## src/hdl/wwd_pkg.sv

```systemverilog
// Shared types and constants for the wildcard word dictionary.
`timescale 1ns / 1ps
`default_nettype none

package wwd_pkg;

  // Field widths fixed by the largest supported word length of 64 letters.
  localparam int POS_W = 6;
  localparam int LEN_W = 7;

  localparam logic [4:0] WILDCARD = 5'd26;

  localparam logic REQ_ADD    = 1'b0;
  localparam logic REQ_SEARCH = 1'b1;

  typedef enum logic [1:0] {
    ST_OK       = 2'd0,
    ST_FULL     = 2'd1,
    ST_TOO_LONG = 2'd2
  } status_t;

  typedef logic [POS_W-1:0] pos_t;
  typedef logic [LEN_W-1:0] len_t;

  typedef struct packed {
    logic       req_type;
    logic [4:0] char_code;
    logic       char_last;
  } req_t;

  typedef struct packed {
    logic       found;
    logic [1:0] status;
  } rsp_t;

  // One character moving down the row of entry cells, with the verdicts
  // gathered so far for its request.
  typedef struct packed {
    logic       valid;
    logic       kind;
    logic [4:0] code;
    pos_t       pos;
    logic       store;
    logic       last;
    logic       too_long;
    len_t       len;
    logic       found;
    logic       dup;
    logic       seen_free;
  } tok_t;

endpackage

`default_nettype wire

```

## src/hdl/wwd_cell.sv

```systemverilog
// One dictionary entry: its stored word, length, and running match state.
`timescale 1ns / 1ps
`default_nettype none

module wwd_cell #(
  parameter int MAX_LEN = 32
) (
  input  wire logic           clk,
  input  wire logic           rst,
  input  wire logic           adv,
  input  wire wwd_pkg::tok_t  tok_in,
  input  wire wwd_pkg::pos_t  ahead_pos,
  output wwd_pkg::tok_t       tok_out
);

  localparam int PW = (MAX_LEN > 1) ? $clog2(MAX_LEN) : 1;

  logic [4:0]    word_mem [MAX_LEN];
  logic [4:0]    rd_char;
  logic          entry_valid;
  wwd_pkg::len_t entry_len;
  logic          match;
  logic          exact;

  logic [PW-1:0] rd_addr;
  logic [PW-1:0] wr_addr;
  logic          target;
  logic          wr_en;
  logic          in_range;
  logic          hit;
  logic          match_now;
  logic          exact_now;
  logic          len_eq;
  logic          commit;
  wwd_pkg::tok_t tok_next;

  assign rd_addr  = ahead_pos[PW-1:0];
  assign wr_addr  = tok_in.pos[PW-1:0];
  // The first empty entry along the row takes the characters as they pass.
  assign target   = !entry_valid && !tok_in.seen_free;
  assign wr_en    = adv && tok_in.valid && tok_in.store && target;
  assign in_range = entry_valid && (wwd_pkg::len_t'(tok_in.pos) < entry_len);
  assign hit      = (rd_char == tok_in.code);
  assign len_eq   = (entry_len == tok_in.len);

  assign match_now = match &&
    (!tok_in.store || (in_range && (hit || tok_in.code == wwd_pkg::WILDCARD)));
  assign exact_now = exact && (!tok_in.store || (in_range && hit));

  // Valid entries sit ahead of the empty one, so dup is complete here.
  assign commit = tok_in.valid && tok_in.last && target && !tok_in.too_long &&
                  (tok_in.kind == wwd_pkg::REQ_ADD) && !tok_in.dup;

  always_comb begin
    tok_next           = tok_in;
    tok_next.found     = tok_in.found ||
                         (tok_in.last && match_now && entry_valid && len_eq);
    tok_next.dup       = tok_in.dup ||
                         (tok_in.last && exact_now && entry_valid && len_eq);
    tok_next.seen_free = tok_in.seen_free || !entry_valid;
  end

  // The read address comes from the neighbor's input, so the read is issued in the cycle before the character arrives.
  always_ff @(posedge clk) begin
    if (wr_en) begin
      word_mem[wr_addr] <= tok_in.code;
    end
    if (adv) begin
      rd_char <= (wr_en && wr_addr == rd_addr) ? tok_in.code : word_mem[rd_addr];
    end
  end

  always_ff @(posedge clk) begin
    if (adv && commit) begin
      entry_len <= tok_in.len;
    end
  end

  always_ff @(posedge clk) begin
    if (rst) begin
      entry_valid <= 1'b0;
      match       <= 1'b1;
      exact       <= 1'b1;
      tok_out     <= '0;
    end else if (adv) begin
      tok_out <= tok_next;
      if (tok_in.valid) begin
        if (tok_in.last) begin
          match <= 1'b1;
          exact <= 1'b1;
          if (commit) begin
            entry_valid <= 1'b1;
          end
        end else begin
          match <= match_now;
          exact <= exact_now;
        end
      end
    end
  end

endmodule

`default_nettype wire

```

## config.mk

```make
export PLATFORM = sky130hd
export DESIGN_NAME = wwd_cell
export DESIGN_NICKNAME = d
export VERILOG_FILES = /design/src/hdl/wwd_pkg.sv /design/src/hdl/wwd_cell.sv
export SDC_FILE = /design/constraint.sdc
export NUM_CORES = 1
export LEC_CHECK = 0
export BUFFER_PORTS_ARGS = -buffer_cell sky130_fd_sc_hd__clkbuf_2
export CAP_MARGIN = 25
export CORE_MARGIN = 10
export CORE_UTILIZATION = 55
export DETAILED_ROUTE_END_ITERATION = 8
export HOLD_SLACK_MARGIN = 0.1
export PLACE_DENSITY = 0.73
export SLEW_MARGIN = 40
export SYNTH_ARGS = -nofsm -noshare
export SYNTH_HDL_FRONTEND = slang
export SYNTH_SLANG_ARGS = --single-unit
```

## constraint.sdc

```tcl
create_clock -name clk -period 2.5 [get_ports clk]
set_input_delay 0.25 -clock clk [delete_from_list [all_inputs] [get_ports clk]]
set_output_delay 0.25 -clock clk [all_outputs]
set_load 0.02 [all_outputs]
```

Yosys cells after proc, flatten, opt, wreduce, memory -nomap -nowiden

Memory sizes are Yosys's and may differ from the RTL's. A register that Yosys moved wholly into a read port is not among the register bits.
Index checks and enable logic that the tools add are counted.
W data, S select, Z words.

Register bits: 36
RAM bits: 160
Word-level logic and storage cells: 59
Memories: 1

Memories:

| memory   | depth | bits a word | read ports | clocked after memory_dff | wr ports | line           | text |
|---|---|---|---|---|---|---|---|
| word_mem | 32    | 5           | 1          | 1                        | 1        | wwd_cell.sv:18 | `logic [4:0] word_mem [MAX_LEN];` |

Order comparisons: 1
Equal/unequal tests: 3
Muxes and demuxes: 4
Bitwise operators: 1
Reduce and logical (&&, ||, !) cells: 34

Operators with widths:

| operator             | number |
|---|---|
| $logic_and A1 B1 Y1  | 21 |
| $eq A7 B7 Y1         | 1 |
| $lt A6 B7 Y1         | 1 |
| $logic_or A1 B1 Y1   | 6 |
| $eq A5 B5 Y1         | 1 |
| $eq A5 B5 Y1 const B | 1 |
| $logic_not A1 Y1     | 5 |
| $mux W1              | 4 |
| $reduce_and A4 Y1    | 1 |
| $reduce_and A2 Y1    | 1 |
| $not A1 Y1           | 1 |

Logic depth before layout (Yosys ltp)

Word-level depth: 9
Mapped depth: 7
Mapped depth without buffers: 7

Worst setup path before layout

OpenSTA, ideal clock, no wires.

Path kind: input-to-reg
Start point: input adv
End point: memory word_mem[28][0], enable pin
Data arrival time: 1.597 ns
Data required time: 2.161 ns
Setup slack: 0.564 ns
Stages on the path: 6
Path buffers: 2
Path through: buf_2 -> nand3_1 -> or3_1 -> or3_1 -> clkbuf_1 -> nor2_1

Word-level cells in the longest chain between the ends: 5

RTL lines:

| what                             | line           | text |
|---|---|---|
| start: declaration               | wwd_cell.sv:10 | `input wire logic adv,` |
| $logic_and A1 B1 Y1 (3 in a row) | wwd_cell.sv:41 | `assign wr_en = adv && tok_in.valid && tok_in.store && target;` |
| $mux W1                          | wwd_cell.sv:65 | `if (wr_en) begin` |
| $mux W1 (not written as such)    | wwd_cell.sv:66 | `word_mem[wr_addr] <= tok_in.code;` |
| end: declaration                 | wwd_cell.sv:18 |  |

No other way between the ends.

Worst setup path in the final report

Start point: input tok_in[12] (netlist name)
End point: memory word_mem[0][0], enable pin

Word-level cells in the longest chain between the ends: 4

RTL lines:

| what                             | line           | text |
|---|---|---|
| start: declaration               | wwd_cell.sv:11 | `input wire wwd_pkg::tok_t tok_in,` |
| $logic_and A1 B1 Y1 (2 in a row) | wwd_cell.sv:41 |  |
| $mux W1                          | wwd_cell.sv:65 |  |
| $mux W1 (not written as such)    | wwd_cell.sv:66 |  |

No other way between the ends.

==> impl_metrics.toml <==
[status]
status = "finished, final reports clean"

[worst_setup_path]
path_class = "in2reg"
reg2reg_setup_slack_ns = 0.28
start_kind = "primary input"
r2r-end = "word_mem[0][0]"
r2r_start = "entry_valid"
critical_path_arrival_ns = 2.48
crit_path_end_kind = "flip-flop"
critPathMaxFanout = 8
rr_worst_depth = 3
worstPathRequired_ns = 2.63

[power_and_ir_drop]
ir_drop_mv = 0.566
power_density_mw_per_mm2 = 751
leakagePower_nw = 3.33
power_mw = 7.11

[clocking]
clock-sinks = 201
cts_tree = "done"
numCtsBuffers = 21
htreeDepth = 1
ctsHoldBuffers = 15
cts_post_setup_buffers_inserted = 0
clk_path_buf_depth = 3
clockRootBuffer = "clkbuf_16"
clk_latency_ns = 0.49
cts_resized = 0
clk_pin_slew_ns = 0.06

[drt]
firstDrtPassIters = 5
avgViaCountPerCell = 6.00
drt_wl_total_mm = 17.5
avgRoutedWirePerCell_microns = 23.2
vias = 4537
antenna_left = 0
drc = 0
drt_iter0_markers = 451

[floorplan]
start_util_pct = 56.3
fp-row-count = 44
die-area_sq_mm = 0.0202
dieHeight_microns = 142
core_sq_mm = 0.0146
io-pin-count = 61
die_w_microns = 142

[run]
drv_cap = 0

[finish]
drive_above_1_share_pct = 20.3
nets = 597
syn_to_final_growth_pct = 15.4
final_cells = 756

[global_routing]
grt_use_total_pct = 17.5
grt_pass1_vias = 4712
grt_pass1_wl_mm = 27.4
antenna_found_initial = 1
overflow = 0
grt_max_degree = 42

[place]
dp.final_hpwl_mm = 11.3
io_buffer_count = 59
gp_congestion = 0.855
dp.cells = 703
pre_cts_ws_ns = 0.193

[yosys]
netlist.area_leader.share_pct = 62.9
synthesis.area_sq_mm = 0.00821
synth_warnings = 0
syn_inst = 475
ys_async_sr_fraction_pct = 0
synthTopCellsByArea = "edfxtp_1 (63%), mux4_1 (8.0%), dfxtp_1 (7.1%)"
synth-edff-count = 172
synth_fp_nets = 515
ys_ff_latch = 201
synthTopCellsByCount = "edfxtp_1 (172), nor2_1 (65), dfxtp_1 (29), mux4_1 (25), mux2i_1 (24)"
seq_area_frac_synth_pct = 70.0
yosysUniqueCellTypes = 41
yosysTopAreaCell = "edfxtp_1"
synth_area_per_cell_sq_um = 17.3
yosysMostFrequentCell = "edfxtp_1"
synth_ff_type = "edfxtp_1"

[sta]
tightest_slew_ns = 0.569
setup_viol = 0
final.setup.tns_ns = 0
finalCriticalPeriod_ns = 2.35
worst_clock_skew_ns = 0.00931
setup_ws_ns = 0.155
whs_ns = 0.131
slew_viol_final = 0
hold_viol_final = 0
rsz0062_at_grt = "no"
timing.fmax_mhz = 426
fin_crit_sh_pct = 93.8
slew_headroom_pct = 61.9

[min_path]
min-delay-start = "tok_in[21]"
hold_depth = 1
min_to = "word_mem[16][2]"
hold_path_class = "in2reg"
-- layout make-up --
| class | count | area, sq um |
|---|---|---|
| diodes | 1 | 2.50 |
| clock buffers | 26 | 554 |
| clock inverters | 11 | 96.3 |
| fillers | 979 | 5120 |
| inverters | 7 | 26.3 |
| multi-input cells | 242 | 2270 |
| flip-flops and latches | 201 | 5750 |
| well taps | 184 | 230 |
| repair buffers | 84 | 546 |
-- critical path: stages --
cell and delay [ns]:
dlygate4sd3_1 0.52, clkbuf_2 0.15, nand3_1 0.12, or3_1 0.41, or3_1 0.55, nor2_1 0.46
-- metrics by stage --
step | util [%] | instance area [sq um]
after floorplan | - | 8210
after global placement | 59.4 | 8670
after detailed placement | 59.4 | 8670
after CTS | 64.9 | 9470
after global routing | 64.9 | 9470
final | 64.9 | 9470
-- worst max path at each step --
stage / from / endpoint / slack (ns)
finish: tok_in[12] / word_mem[0][0] / 0.15
global route: tok_in[12] / word_mem[20][4] / 0.06
CTS: tok_in[12] / word_mem[16][0] / 0.16
detailed placement: tok_in[12] / word_mem[16][4] / 0.19
global placement: tok_in[12] / word_mem[24][0] / 0.26
floorplan: adv / word_mem[28][0] / 0.56
-- layout by cell type (no fill, tap or decap), types with 2 or more instances in the layout --
| cell type | n |
|---|---|
| edfxtp_1 | 172 |
| nor2_1 | 65 |
| clkbuf_2 | 59 |
| dfxtp_1 | 29 |
| mux4_1 | 25 |
| mux2i_1 | 24 |
| o22ai_1 | 22 |
| clkbuf_16 | 21 |
| mux4_2 | 15 |
| dlygate4sd3_1 | 15 |
| nand2_1 | 11 |
| xor2_1 | 9 |
| nand3_1 | 8 |
| xnor2_1 | 8 |
| buf_4 | 8 |
| inv_1 | 7 |
| nand3b_1 | 7 |
| clkinv_1 | 7 |
| or4_1 | 6 |
| o21ai_1 | 5 |
| ha_1 | 5 |
| or3b_2 | 4 |
| a21oi_1 | 4 |
| clkbuf_1 | 4 |
| or3_1 | 3 |
| nand2b_1 | 3 |
| nor3_1 | 2 |
| a21o_1 | 2 |
| nand4b_1 | 2 |
| nor4_1 | 2 |
| clkinv_2 | 2 |
| bufinv_16 | 2 |
| buf_12 | 2 |
-- registers in the layout (all words and copies together), names as in the netlist --
signal / count
match: 1
exact: 1
word_mem: 160
entry_valid: 1
entry_len: 7
tok_out: 26
rd_char: 5
-- power by group --
| part | switching, mW | total, mW | internal, mW |
|---|---|---|---|
| Sequential | 0.0210 | 3.70 | 3.68 |
| Combinational | 0.275 | 0.462 | 0.186 |
| Clock | 1.18 | 2.95 | 1.77 |
| Total | 1.48 | 7.11 | 5.63 |
-- kinds of logic after synthesis --
family / count (synthesis) / synth area share (%)
simple gates: 117 / 7.04
mux: 64 / 15.0
xor+xnor: 17 / 1.81
buf+inv: 32 / 2.36
flops: 201 / 70.0
fa+ha+maj: 5 / 0.762
compound gates: 39 / 2.99
-- routing by layer --
metal	wire length (microns)	track usage, %	vias up
met3	1170	2.90	28
li1	-	-	2060
met1	7130	23.1	2279
met5	0	0	-
met2	8900	29.4	170
met4	329	4.79	0
No activity file was read; power rests on OpenSTA's default activity.
