--- config.mk ---
export PLATFORM = sky130hd
export DESIGN_NAME = wwd_front
export DESIGN_NICKNAME = d
export VERILOG_FILES = /design/src/hdl/wwd_pkg.sv /design/src/hdl/wwd_front.sv
export SDC_FILE = /design/constraint.sdc
export NUM_CORES = 1
export LEC_CHECK = 0
export BUFFER_PORTS_ARGS = -buffer_cell sky130_fd_sc_hd__buf_2
export CAP_MARGIN = 0
export CELL_PAD_IN_SITES_DETAIL_PLACEMENT = 0
export CELL_PAD_IN_SITES_GLOBAL_PLACEMENT = 1
export CORE_MARGIN = 2
export CORE_UTILIZATION = 33
export DETAILED_ROUTE_END_ITERATION = 10
export GPL_TIMING_DRIVEN = 0
export MAX_ROUTING_LAYER = met4
export PLACE_DENSITY_LB_ADDON = 0.1
export SLEW_MARGIN = 30
export SYNTH_ARGS = -nofsm -noshare
export SYNTH_HDL_FRONTEND = slang
export SYNTH_SLANG_ARGS = --single-unit
--- constraint.sdc ---
create_clock -name clk -period 1.5 [get_ports clk]
set_clock_uncertainty 0.15 [all_clocks]
set_input_delay 0.15 -clock clk [delete_from_list [all_inputs] [get_ports clk]]
set_output_delay 0.15 -clock clk [all_outputs]
set_load 0.005 [all_outputs]
--- src/hdl/wwd_pkg.sv ---
// Shared types and constants for the wildcard word dictionary.
`timescale 1ns / 1ps
`default_nettype none

package wwd_pkg;

  // Field widths fixed by the largest supported word length of 64 letters.
  localparam int POS_W = 6;
  localparam int LEN_W = 7;

  localparam logic [4:0] WILDCARD = 5'd26;

  localparam logic REQ_ADD    = 1'b0;
  localparam logic REQ_SEARCH = 1'b1;

  typedef enum logic [1:0] {
    ST_OK       = 2'd0,
    ST_FULL     = 2'd1,
    ST_TOO_LONG = 2'd2
  } status_t;

  typedef logic [POS_W-1:0] pos_t;
  typedef logic [LEN_W-1:0] len_t;

  typedef struct packed {
    logic       req_type;
    logic [4:0] char_code;
    logic       char_last;
  } req_t;

  typedef struct packed {
    logic       found;
    logic [1:0] status;
  } rsp_t;

  // One character moving down the row of entry cells, with the verdicts
  // gathered so far for its request.
  typedef struct packed {
    logic       valid;
    logic       kind;
    logic [4:0] code;
    pos_t       pos;
    logic       store;
    logic       last;
    logic       too_long;
    len_t       len;
    logic       found;
    logic       dup;
    logic       seen_free;
  } tok_t;

endpackage

`default_nettype wire

--- src/hdl/wwd_front.sv ---
// Request front end: tracks the character position and the over-long flag.
`timescale 1ns / 1ps
`default_nettype none

module wwd_front #(
  parameter int MAX_LEN = 32
) (
  input  wire logic           clk,
  input  wire logic           rst,
  input  wire logic           adv,
  input  wire logic           req_valid,
  input  wire wwd_pkg::req_t  req_data,
  output wwd_pkg::tok_t       tok,
  output wwd_pkg::pos_t       ahead_pos
);

  localparam int LW = $clog2(MAX_LEN + 1);

  logic [LW-1:0] char_pos;
  logic          too_long;
  logic          accept;
  logic          drop;
  logic [LW-1:0] len_after;
  wwd_pkg::tok_t tok_next;

  assign accept    = req_valid && adv;
  assign drop      = too_long || (char_pos >= LW'(MAX_LEN));
  assign len_after = drop ? char_pos : char_pos + LW'(1);
  assign ahead_pos = wwd_pkg::pos_t'(char_pos);

  always_comb begin
    tok_next           = '0;
    tok_next.valid     = accept;
    tok_next.kind      = req_data.req_type;
    tok_next.code      = req_data.char_code;
    tok_next.pos       = wwd_pkg::pos_t'(char_pos);
    tok_next.store     = !drop;
    tok_next.last      = req_data.char_last;
    tok_next.too_long  = drop;
    tok_next.len       = wwd_pkg::len_t'(len_after);
    tok_next.found     = 1'b0;
    tok_next.dup       = 1'b0;
    tok_next.seen_free = 1'b0;
  end

  always_ff @(posedge clk) begin
    if (rst) begin
      char_pos <= '0;
      too_long <= 1'b0;
      tok      <= '0;
    end else if (adv) begin
      tok <= tok_next;
      if (accept) begin
        if (req_data.char_last) begin
          char_pos <= '0;
          too_long <= 1'b0;
        end else begin
          char_pos <= len_after;
          too_long <= drop;
        end
      end
    end
  end

endmodule

`default_nettype wire

* Word level (Yosys, flattened, before mapping)
Index checks and enable logic that the tools add are counted.
** Word-level totals
- Bits in latches :: 0
- Bits in read-only memories :: 0
- Word-level logic and storage cells :: 19
- Output and inout bits :: 32
- Memories kept :: 0
- Bits of input ports :: 11
- Register bits after elaboration :: 29
- Memory bits (writable) :: 0
** Cells by class
- Order comparisons :: 1
- Multiply operators :: 0
- Multiplexer cells :: 3
- Div/mod/pow operators :: 0
- Equal/unequal tests :: 0
- Shifts and indexed selects :: 0
- $add $sub $neg :: 1
- Reductions and logical operators :: 4
- Bitwise logic cells :: 0
** Operators by type and width (number)
- 2-to-1 mux 6 bit :: 2
- adder 6 x 1 -> 6 bit (second input constant) :: 1
- >= comparator 6 bit (second input constant) :: 1
- AND reduction 2 bit :: 1
- logical AND 1 bit :: 1
- zero test 1 bit :: 1
- logical OR 1 bit :: 1
- 2-to-1 mux 1 bit :: 1

* Depth between registers and ports, before layout
Gate-level depths: netlist of run 1.
- Depth in word-level cells :: 4
- Mapped depth :: 5
- Gate-level depth less buffers :: 4

* Worst setup path before layout of run 1
OpenSTA, ideal clock, no wires.
- Path kind :: flip-flop to flip-flop
- Start point :: reg char_pos[0], in the netlist ahead_pos[0]
- End point :: reg tok[7] (netlist bit)
- Setup time :: 91 ps
- Slack :: 38 ps
- Arrival time :: 1221 ps
- Buffers on the path :: 0
- Clock period less this slack :: 1462 ps
- Required time :: 1259 ps
- Stages on the path, launching flop included :: 5
- Cells stage by stage :: dfxtp_1 -> ha_1 -> nor3b_4 -> nand4_1 -> a311oi_1
** On the way
- Word-level cells in the longest chain between the ends :: 3
- Elaborated cells between the ends (all ways) :: 4
- Classes of those cells :: add/sub (1); order compare (1); mux (1); reduce/logical (1)
** RTL lines
- start: declaration :: line wwd_front.sv:19 : logic [LW-1:0] char_pos;
- start signal: assignment :: line wwd_front.sv:58 : char_pos <= len_after;
- >= comparator 6 bit :: line wwd_front.sv:27 : assign drop = too_long || (char_pos >= LW'(MAX_LEN));
- logical OR 1 bit :: line wwd_front.sv:27
- 2-to-1 mux 6 bit * :: line wwd_front.sv:28 : assign len_after = drop ? char_pos : char_pos + LW'(1);
- end signal: assignment :: line wwd_front.sv:52 : tok <= tok_next;
- end: declaration :: line wwd_front.sv:13 : output wwd_pkg::tok_t tok,
Every way passes the cells marked *; elsewhere a longest branch is shown, timed or not.
A chain may end at the register's enable or synchronous reset.

* Worst setup path in the final report of run 1
- Start point :: reg char_pos[1], in the netlist ahead_pos[1]
- End point :: reg char_pos[2], in the netlist ahead_pos[2]
** On the way
- Word-level cells in the longest chain between the ends :: 4
- Elaborated cells between the ends (all ways) :: 5
- Classes of those cells :: add/sub (1); order compare (1); mux (2); reduce/logical (1)
** RTL lines
- >= comparator 6 bit :: line wwd_front.sv:27
- logical OR 1 bit :: line wwd_front.sv:27
- 2-to-1 mux 6 bit * :: line wwd_front.sv:28
- 2-to-1 mux 6 bit * :: line wwd_front.sv:54 : if (req_data.char_last) begin
Marks and branches as above.

==> reports/summary.txt, run 1 <==
run status = complete, no violations
internal cell power = 0.00121 W
Post-synth ARST share = 0
final number of setup-violating endpoints = 0
detailed-route DRC error count = 0
most used routing layer in global routing = met2
leakage power = 0.866 nW
part of the total power dissipated in sequential elements = 0.504
critical path endpoint category = register
Worst-Skew Late Latency = 0.28 ns
fraction of layout instances using a drive strength above 1 = 0.399
number of global-route vias before repair = 1130
cts bufs inserted = 5
area inside the core boundary = 4000 um^2
number of failing hold endpoints at the final stage = 0
switching power total = 0.000398 W
I/O pin total = 43
crit start category = register
antenna violations before repair = 0
Post-Syn Area = 1370 um^2
Tcrit/Tclk final = 0.968
minimum clock period = 1.45 ns
area grow syn2layout = 35.0%
global-route wire length before repair = 5290 um
WP data required = 1.51 ns
Final Hold Slack = 0.0264 ns
met3 Usage GRT = 0.0390
global router's overall resource usage = 0.160
clock slew seen by the registers of the worst setup and hold paths = 0.06 ns
combinational share of power = 0.112
final core utilization = 0.464
final WL = 3280 um
Pins Over Slew Limit = 0
number of diodes added for antenna fixing = 0
P per Cell Area = 865 nW/um^2
1st-pass router iterations = 4
DR iter-0 viols = 64
met2 usage in global routing = 0.250
Max Cap Violations = 0
met1 demand-to-capacity share in global routing = 0.197
row count = 23
worst-path maximum fanout = 5
arrival time at the worst endpoint = 1.46 ns
Mapped Cells = 143
relative slew slack = 0.660
commonest register cell after synthesis = dfxtp_1
number of buffers added on ports = 37
maximum clock path buffer count = 2
type of the worst setup path = register to register
clock root buffer master = clkbuf_8
area of the die = 4690 um^2
Max Freq = 689 MHz
Ys Warns = 0
number of distinct library cells after synthesis = 40
setup repair after global routing missed its margin = yes
fraction of the yosys area taken by sequential cells = 0.423
total vias in the final route = 1195
clk sinks = 29
Overflow after GRT = 0
deepest level of the CTS H-tree = 2
flop and latch count out of synthesis = 29
post-synthesis average cell area = 9.61 um^2
hpwl dp = 2290 um
number of enable-type register cells in the synthesized netlist = 0
HP Class = primary input to register
worst voltage drop across the vdd grid = 0.000531 V
horizontal die dimension = 68.5 um
NumNets Final = 215
average wire length per cell after detail routing = 12.9 um
Placer Congestion = 0.804
actual slew at the worst max-slew pin = 0.511 ns
switching part of the total power = 0.248
power share of the clock group = 0.383
CTS tree = done
vertical extent of the die = 68.5 um
number of nets still failing antenna checks after routing = 0
maximum number of pins on one net before global-route repair = 11
filler cell count in the final layout = 411
initial standard-cell utilization of the core = 0.343
via count normalized by instance count = 4.72
==> what timing repair did <==
| action | in CTS | in global routing |
|---|---|---|
| resized for setup | 4 | 5 |
| pin swaps | 0 | 3 |
| hold buffers | 6 | 0 |
| hold endpoints to repair | 6 | 0 |
| cloned | 0 | 0 |
| setup endpoints to repair | 4 | 6 |
| buffers inserted | 4 | 2 |
==> cell families after synthesis <==
group	after synthesis	share of synthesized area
compound gates	25	0.143
mux	15	0.109
other cells	1	0.00273
buf+inv	26	0.114
simple gates	43	0.178
flops	29	0.423
xor+xnor	2	0.0128
fa+ha+maj	2	0.0182
==> power groups by stage <==
stage	registers (W)	clock network, W	logic (W)
after floorplan	0.000832	0	0.0000942
after global placement	0.000829	0	0.000159
after detailed placement	0.000830	0	0.000160
after CTS	0.000808	0.000641	0.000179
after global routing	0.000812	0.000670	0.000203
final	0.000809	0.000615	0.000180
==> registers in the layout, indices dropped and copies added (netlist names) <==
register / flops
tok: 22
ahead_pos: 6
too_long: 1
==> stage by stage <==
stage	setup slack (ns)	TNS (ns)	instances	cell area (um^2)	total power, W
finish	0.0479	0	253	1850	0.00160
detailed placement	-0.229	-0.627	233	1630	0.000991
CTS	0.00383	0	251	1810	0.00163
global placement	-0.194	-0.514	233	1630	0.000987
global route	-0.0347	-0.0490	253	1850	0.00168
floorplan	0.0382	0	146	1390	0.000926
==> layer usage <==
metal	share of wire	wire [um]	vias up
met5	0	0	-
met4	0.0098	32	0
met3	0.056	182	5
met2	0.46	1520	38
met1	0.47	1540	549
li1	-	-	603
==> synthesized netlist by cell type, types with 2 or more instances <==
library cell / count / area [um^2]
nand3_1: 2 / 10.0
nand2_1: 4 / 15.0
mux2i_1: 15 / 150
ha_1: 2 / 25.0
nor2_1: 23 / 86.3
o31ai_1: 2 / 15.0
inv_1: 5 / 18.8
a311oi_1: 2 / 17.5
dfxtp_1: 29 / 581
xnor2_1: 2 / 17.5
a211oi_1: 4 / 30.0
buf_4: 10 / 75.1
nand4_1: 3 / 18.8
clkbuf_1: 3 / 11.3
buf_2: 5 / 25.0
buf_6: 2 / 22.5
a21oi_1: 4 / 20.0
a31oi_1: 4 / 25.0
==> layout by cell type (no fill, tap or decap), drive strengths merged, types with 2 or more instances in the layout <==
cell type,synthesis,layout
clkbuf,3,9
ha,2,2
a31oi,4,4
nand4,4,4
a21oi,4,4
a311oi,3,3
xnor2,2,2
a211oi,4,4
o31ai,2,2
nor2,24,24
nand3,2,2
inv,5,5
clkinv,0,2
mux2i,15,15
dlygate4sd3,0,6
buf,18,61
conb,1,4
nand2,4,4
dfxtp,29,29
==> worst paths after layout <==
kind	startpoint	endpoint	slack (ns)	depth (start not counted)
max	ahead_pos[1]	ahead_pos[2]	0.05	5
min	rst	ahead_pos[1]	0.03	3
max reg2reg	ahead_pos[1]	ahead_pos[2]	0.05	5
min reg2reg	tok[25]	tok[25]	0.33	2
==> worst max-delay path, cell delays in order, from the launching register on <==
cell,delay (ns)
dfxtp_4,0.38
ha_4,0.12
nor3b_4,0.26
buf_4,0.17
mux2i_1,0.18
o31ai_1,0.08
==> final cells by class <==
cell class,count,area (um^2),area share
Clock inverter,2,10.0,0.00540
Clock buffer,6,72.6,0.0391
Inverter,5,18.8,0.0101
Tap cell,50,62.6,0.0337
Multi-Input combinational cell,91,673,0.363
Buffer,21,138,0.0742
Sequential cell,29,589,0.318
Timing Repair Buffer,49,290,0.157
Power figures use the tool's default switching activity.
==> run 2, diff against run 1 <==
--- a/config.mk
+++ b/config.mk
@@ -9,7 +9,6 @@
 export CAP_MARGIN = 0
 export CELL_PAD_IN_SITES_DETAIL_PLACEMENT = 0
 export CELL_PAD_IN_SITES_GLOBAL_PLACEMENT = 1
-export CORE_MARGIN = 2
 export CORE_UTILIZATION = 33
 export DETAILED_ROUTE_END_ITERATION = 10
 export GPL_TIMING_DRIVEN = 0
==> constraint.sdc (replaced) <==
create_clock -name clk -period 1.5 [get_ports clk]
set_clock_uncertainty 0.15 [all_clocks]
set_input_delay 0.075 -clock clk [delete_from_list [all_inputs] [get_ports clk]]
set_output_delay 0.075 -clock clk [all_outputs]
set_load 0.005 [all_outputs]
==> run 2 against run 1 <==
Sequential power hardly changed. Fmax is 2.5% lower. Sequential share of layout area is 0.19 points higher. Global-route usage is 1.0 points higher. Routed wire length is 0.52% lower. Clock power is 4.4% higher. Count of clock-buffer cells in the layout is 1 higher. Power is 1.6% higher. Non-clock buffer count is 2 lower. Critical endpoint unchanged.
==> reports/summary.txt, run 2 (synthesis results as in run 1) <==
hpwl dp = 2220 um (-2.9%)
Max Cap Violations = 0 (unchanged)
list of cells traversed by the critical path = ha_4 -> nor3b_4 -> buf_4 -> mux2i_1 -> o31ai_1
horizontal die dimension = 66.5 um (-2.9%)
setup slack of the worst register-to-register path = 0.01 ns (-0.04 ns)
relative slew slack = 0.648 (-0.0120)
critical path endpoint category = register
internal cell power = 0.00125 W (+3.5%)
maximum number of pins on one net before global-route repair = 11 (unchanged)
Worst-Skew Late Latency = 0.27 ns (about the same)
CTS tree = done
switching part of the total power = 0.234 (-0.0141)
minimum clock period = 1.49 ns (+0.0367 ns)
part of the total power dissipated in sequential elements = 0.496 (-0.008)
flip-flop count of the largest register, all copies and words added = 22 (unchanged)
global-route wire length before repair = 5310 um (+0.40%)
cts bufs inserted = 5 (unchanged)
initial standard-cell utilization of the core = 0.343 (unchanged)
detailed-route DRC error count = 0 (unchanged)
Overflow after GRT = 0 (unchanged)
1st-pass router iterations = 5 (+1)
antenna violations before repair = 0 (unchanged)
number of logic stages on the critical path including buffering = 5 (unchanged)
vertical extent of the die = 66.5 um (-2.9%)
Placer Congestion = 0.819 (+1.9%)
post-detailed-placement cell area = 1630 um^2 (unchanged)
clk sinks = 29 (unchanged)
number of failing hold endpoints at the final stage = 0 (unchanged)
cell type group with the largest total delay on the critical path = flip-flops
I/O pin total = 43 (unchanged)
via count normalized by instance count = 4.68 (-0.83%)
total vias in the final route = 1171 (-2.0%)
commonest non-fill, non-tap cell in the layout = buf_2
worst-path maximum fanout = 6 (+1)
Tcrit/Tclk final = 0.993 (+0.0245)
run status = complete, no violations
number of nets still failing antenna checks after routing = 0 (unchanged)
area of the multi-input gates = 667 um^2 (-0.93%)
switching power total = 0.000382 W (-4.1%)
type of the worst setup path = register to register
row count = 23 (unchanged)
Critical Path Max Stage Delay = 0.36 ns (-0.02 ns)
NumNets Final = 213 (-0.93%)
filler cell count in the final layout = 420 (+2.2%)
global router's overall resource usage = 0.170 (+0.0105)
worst voltage drop across the vdd grid = 0.000393 V (-26%)
WP data required = 1.51 ns (about the same)
actual slew at the worst max-slew pin = 0.529 ns (+0.0181 ns)
clock root buffer master = clkbuf_8
Pins Over Slew Limit = 0 (unchanged)
critical path endpoint = ahead_pos[2]
total power consumption of the routed design = 0.00163 W (+1.6%)
area inside the core boundary = 4000 um^2 (unchanged)
area grow syn2layout = 33.9%
number of diodes added for antenna fixing = 0 (unchanged)
HP Class = primary input to register
leakage power = 0.855 nW (-1.3%)
final WL = 3260 um (-0.52%)
final number of setup-violating endpoints = 0 (unchanged)
CP max-delay cell = dfxtp_4
power share of the clock group = 0.394 (+0.011)
deepest level of the CTS H-tree = 2 (unchanged)
R2R cell count = 5 (unchanged)
smallest setup slack after layout = 0.0112 ns (-0.0367 ns)
P per Cell Area = 886 nW/um^2 (+2.4%)
largest register by flop count = tok
total non-filler cell area in the finished layout = 1840 um^2 (-0.81%)
number of buffers added on ports = 37 (unchanged)
combinational share of power = 0.110 (-0.002)
number of global-route vias before repair = 1110 (-1.8%)
DR iter-0 viols = 35 (-45%)
fraction of layout instances using a drive strength above 1 = 0.380 (-0.0190)
average wire length per cell after detail routing = 13.0 um (+0.67%)
setup repair after global routing missed its margin = yes
clock slew seen by the registers of the worst setup and hold paths = 0.06 ns (about the same)
launching point of the worst reg2reg path = ahead_pos[1]
WP buf/inv = 1 (unchanged)
reg-to-reg critical path endpoint = ahead_pos[2]
area of the die = 4420 um^2 (-5.8%)
maximum clock path buffer count = 2 (unchanged)
final core utilization = 0.460 (-0.00375)
most frequent cells in the layout = buf_2, dfxtp_1, nor2_1
HP Start = req_data[0]
placement-stage worst setup slack = -0.226 ns (+0.00329 ns)
Max Freq = 672 MHz (-2.5%)
startpoint of the worst setup timing path = ahead_pos[1]
crit start category = register
area occupied by registers = 588 um^2 (-0.21%)
arrival time at the worst endpoint = 1.50 ns (+0.04 ns)
[run 2: cell count changes in the layout (fill, tap and decap cells not counted), sizes merged]
cell	before	now
buf	61	57
clkbuf	9	11
clkinv	2	0
dlygate4sd3	6	7
[run 2: how the worst min path moves through the flow]
stage / endpoint / slack (ns) / depth (start not counted)
2_1_floorplan: tok[20] / 0.07 / 2
3_5_place_dp: tok[20] / 0.18 / 3
3_3_place_gp: tok[24] / 0.16 / 3
6_report: ahead_pos[4] / 0.01 / 4
4_1_cts: ahead_pos[4] / 0.002 / 4
5_1_grt: ahead_pos[5] / 0.01 / 3
[run 2: timing repair]
| action | 4_1_cts | 5_1_grt |
|---|---|---|
| endpoints found under the setup margin | 4 | 12 |
| buffers inserted | 2 | 1 |
| pin swaps | 2 | 1 |
| endpoints found under the hold margin | 9 | 0 |
| resized for setup | 6 | 2 |
| hold buffers | 7 | 0 |
[run 2: final cells by class]
| type | count | area share |
|---|---|---|
| multi-input combinational | 91 | 0.363 |
| clock buffer | 7 | 0.0469 |
| buffer | 21 | 0.0755 |
| tap | 50 | 0.0340 |
| timing repair buffer | 47 | 0.151 |
| sequential | 29 | 0.320 |
| inverter | 5 | 0.0102 |
[run 2: worst min-delay path, stage by stage]
cell      delay [ns]
buf_2           0.10
nor4bb_1        0.05
nand4_1         0.08
a31oi_1         0.08
[run 2: power groups by stage]
stage	logic, W	registers, W	clock network [W]
floorplan	0.0000942	0.000832	0
global placement	0.000158	0.000829	0
detailed placement	0.000160	0.000830	0
CTS	0.000179	0.000809	0.000670
global route	0.000201	0.000811	0.000697
finish	0.000179	0.000809	0.000642
[run 2: metrics by stage]
| step | TNS [ns] | instances | hold WS, ns |
|---|---|---|---|
| finish | 0 | 250 | 0.0141 |
| global route | -0.150 | 250 | 0.0144 |
| CTS | 0 | 249 | 0.00195 |
| detailed placement | -0.547 | 233 | 0.177 |
| global placement | -0.534 | 233 | 0.162 |
| floorplan | 0 | 146 | 0.0722 |
[run 2: metal layers]
layer / vias to the layer above / track usage / routed length [um]
li1: 594 / - / -
met1: 544 / 0.211 / 1560
met2: 31 / 0.255 / 1560
met3: 2 / 0.0599 / 127
met4: 0 / 0.0638 / 18
met5: - / - / 0
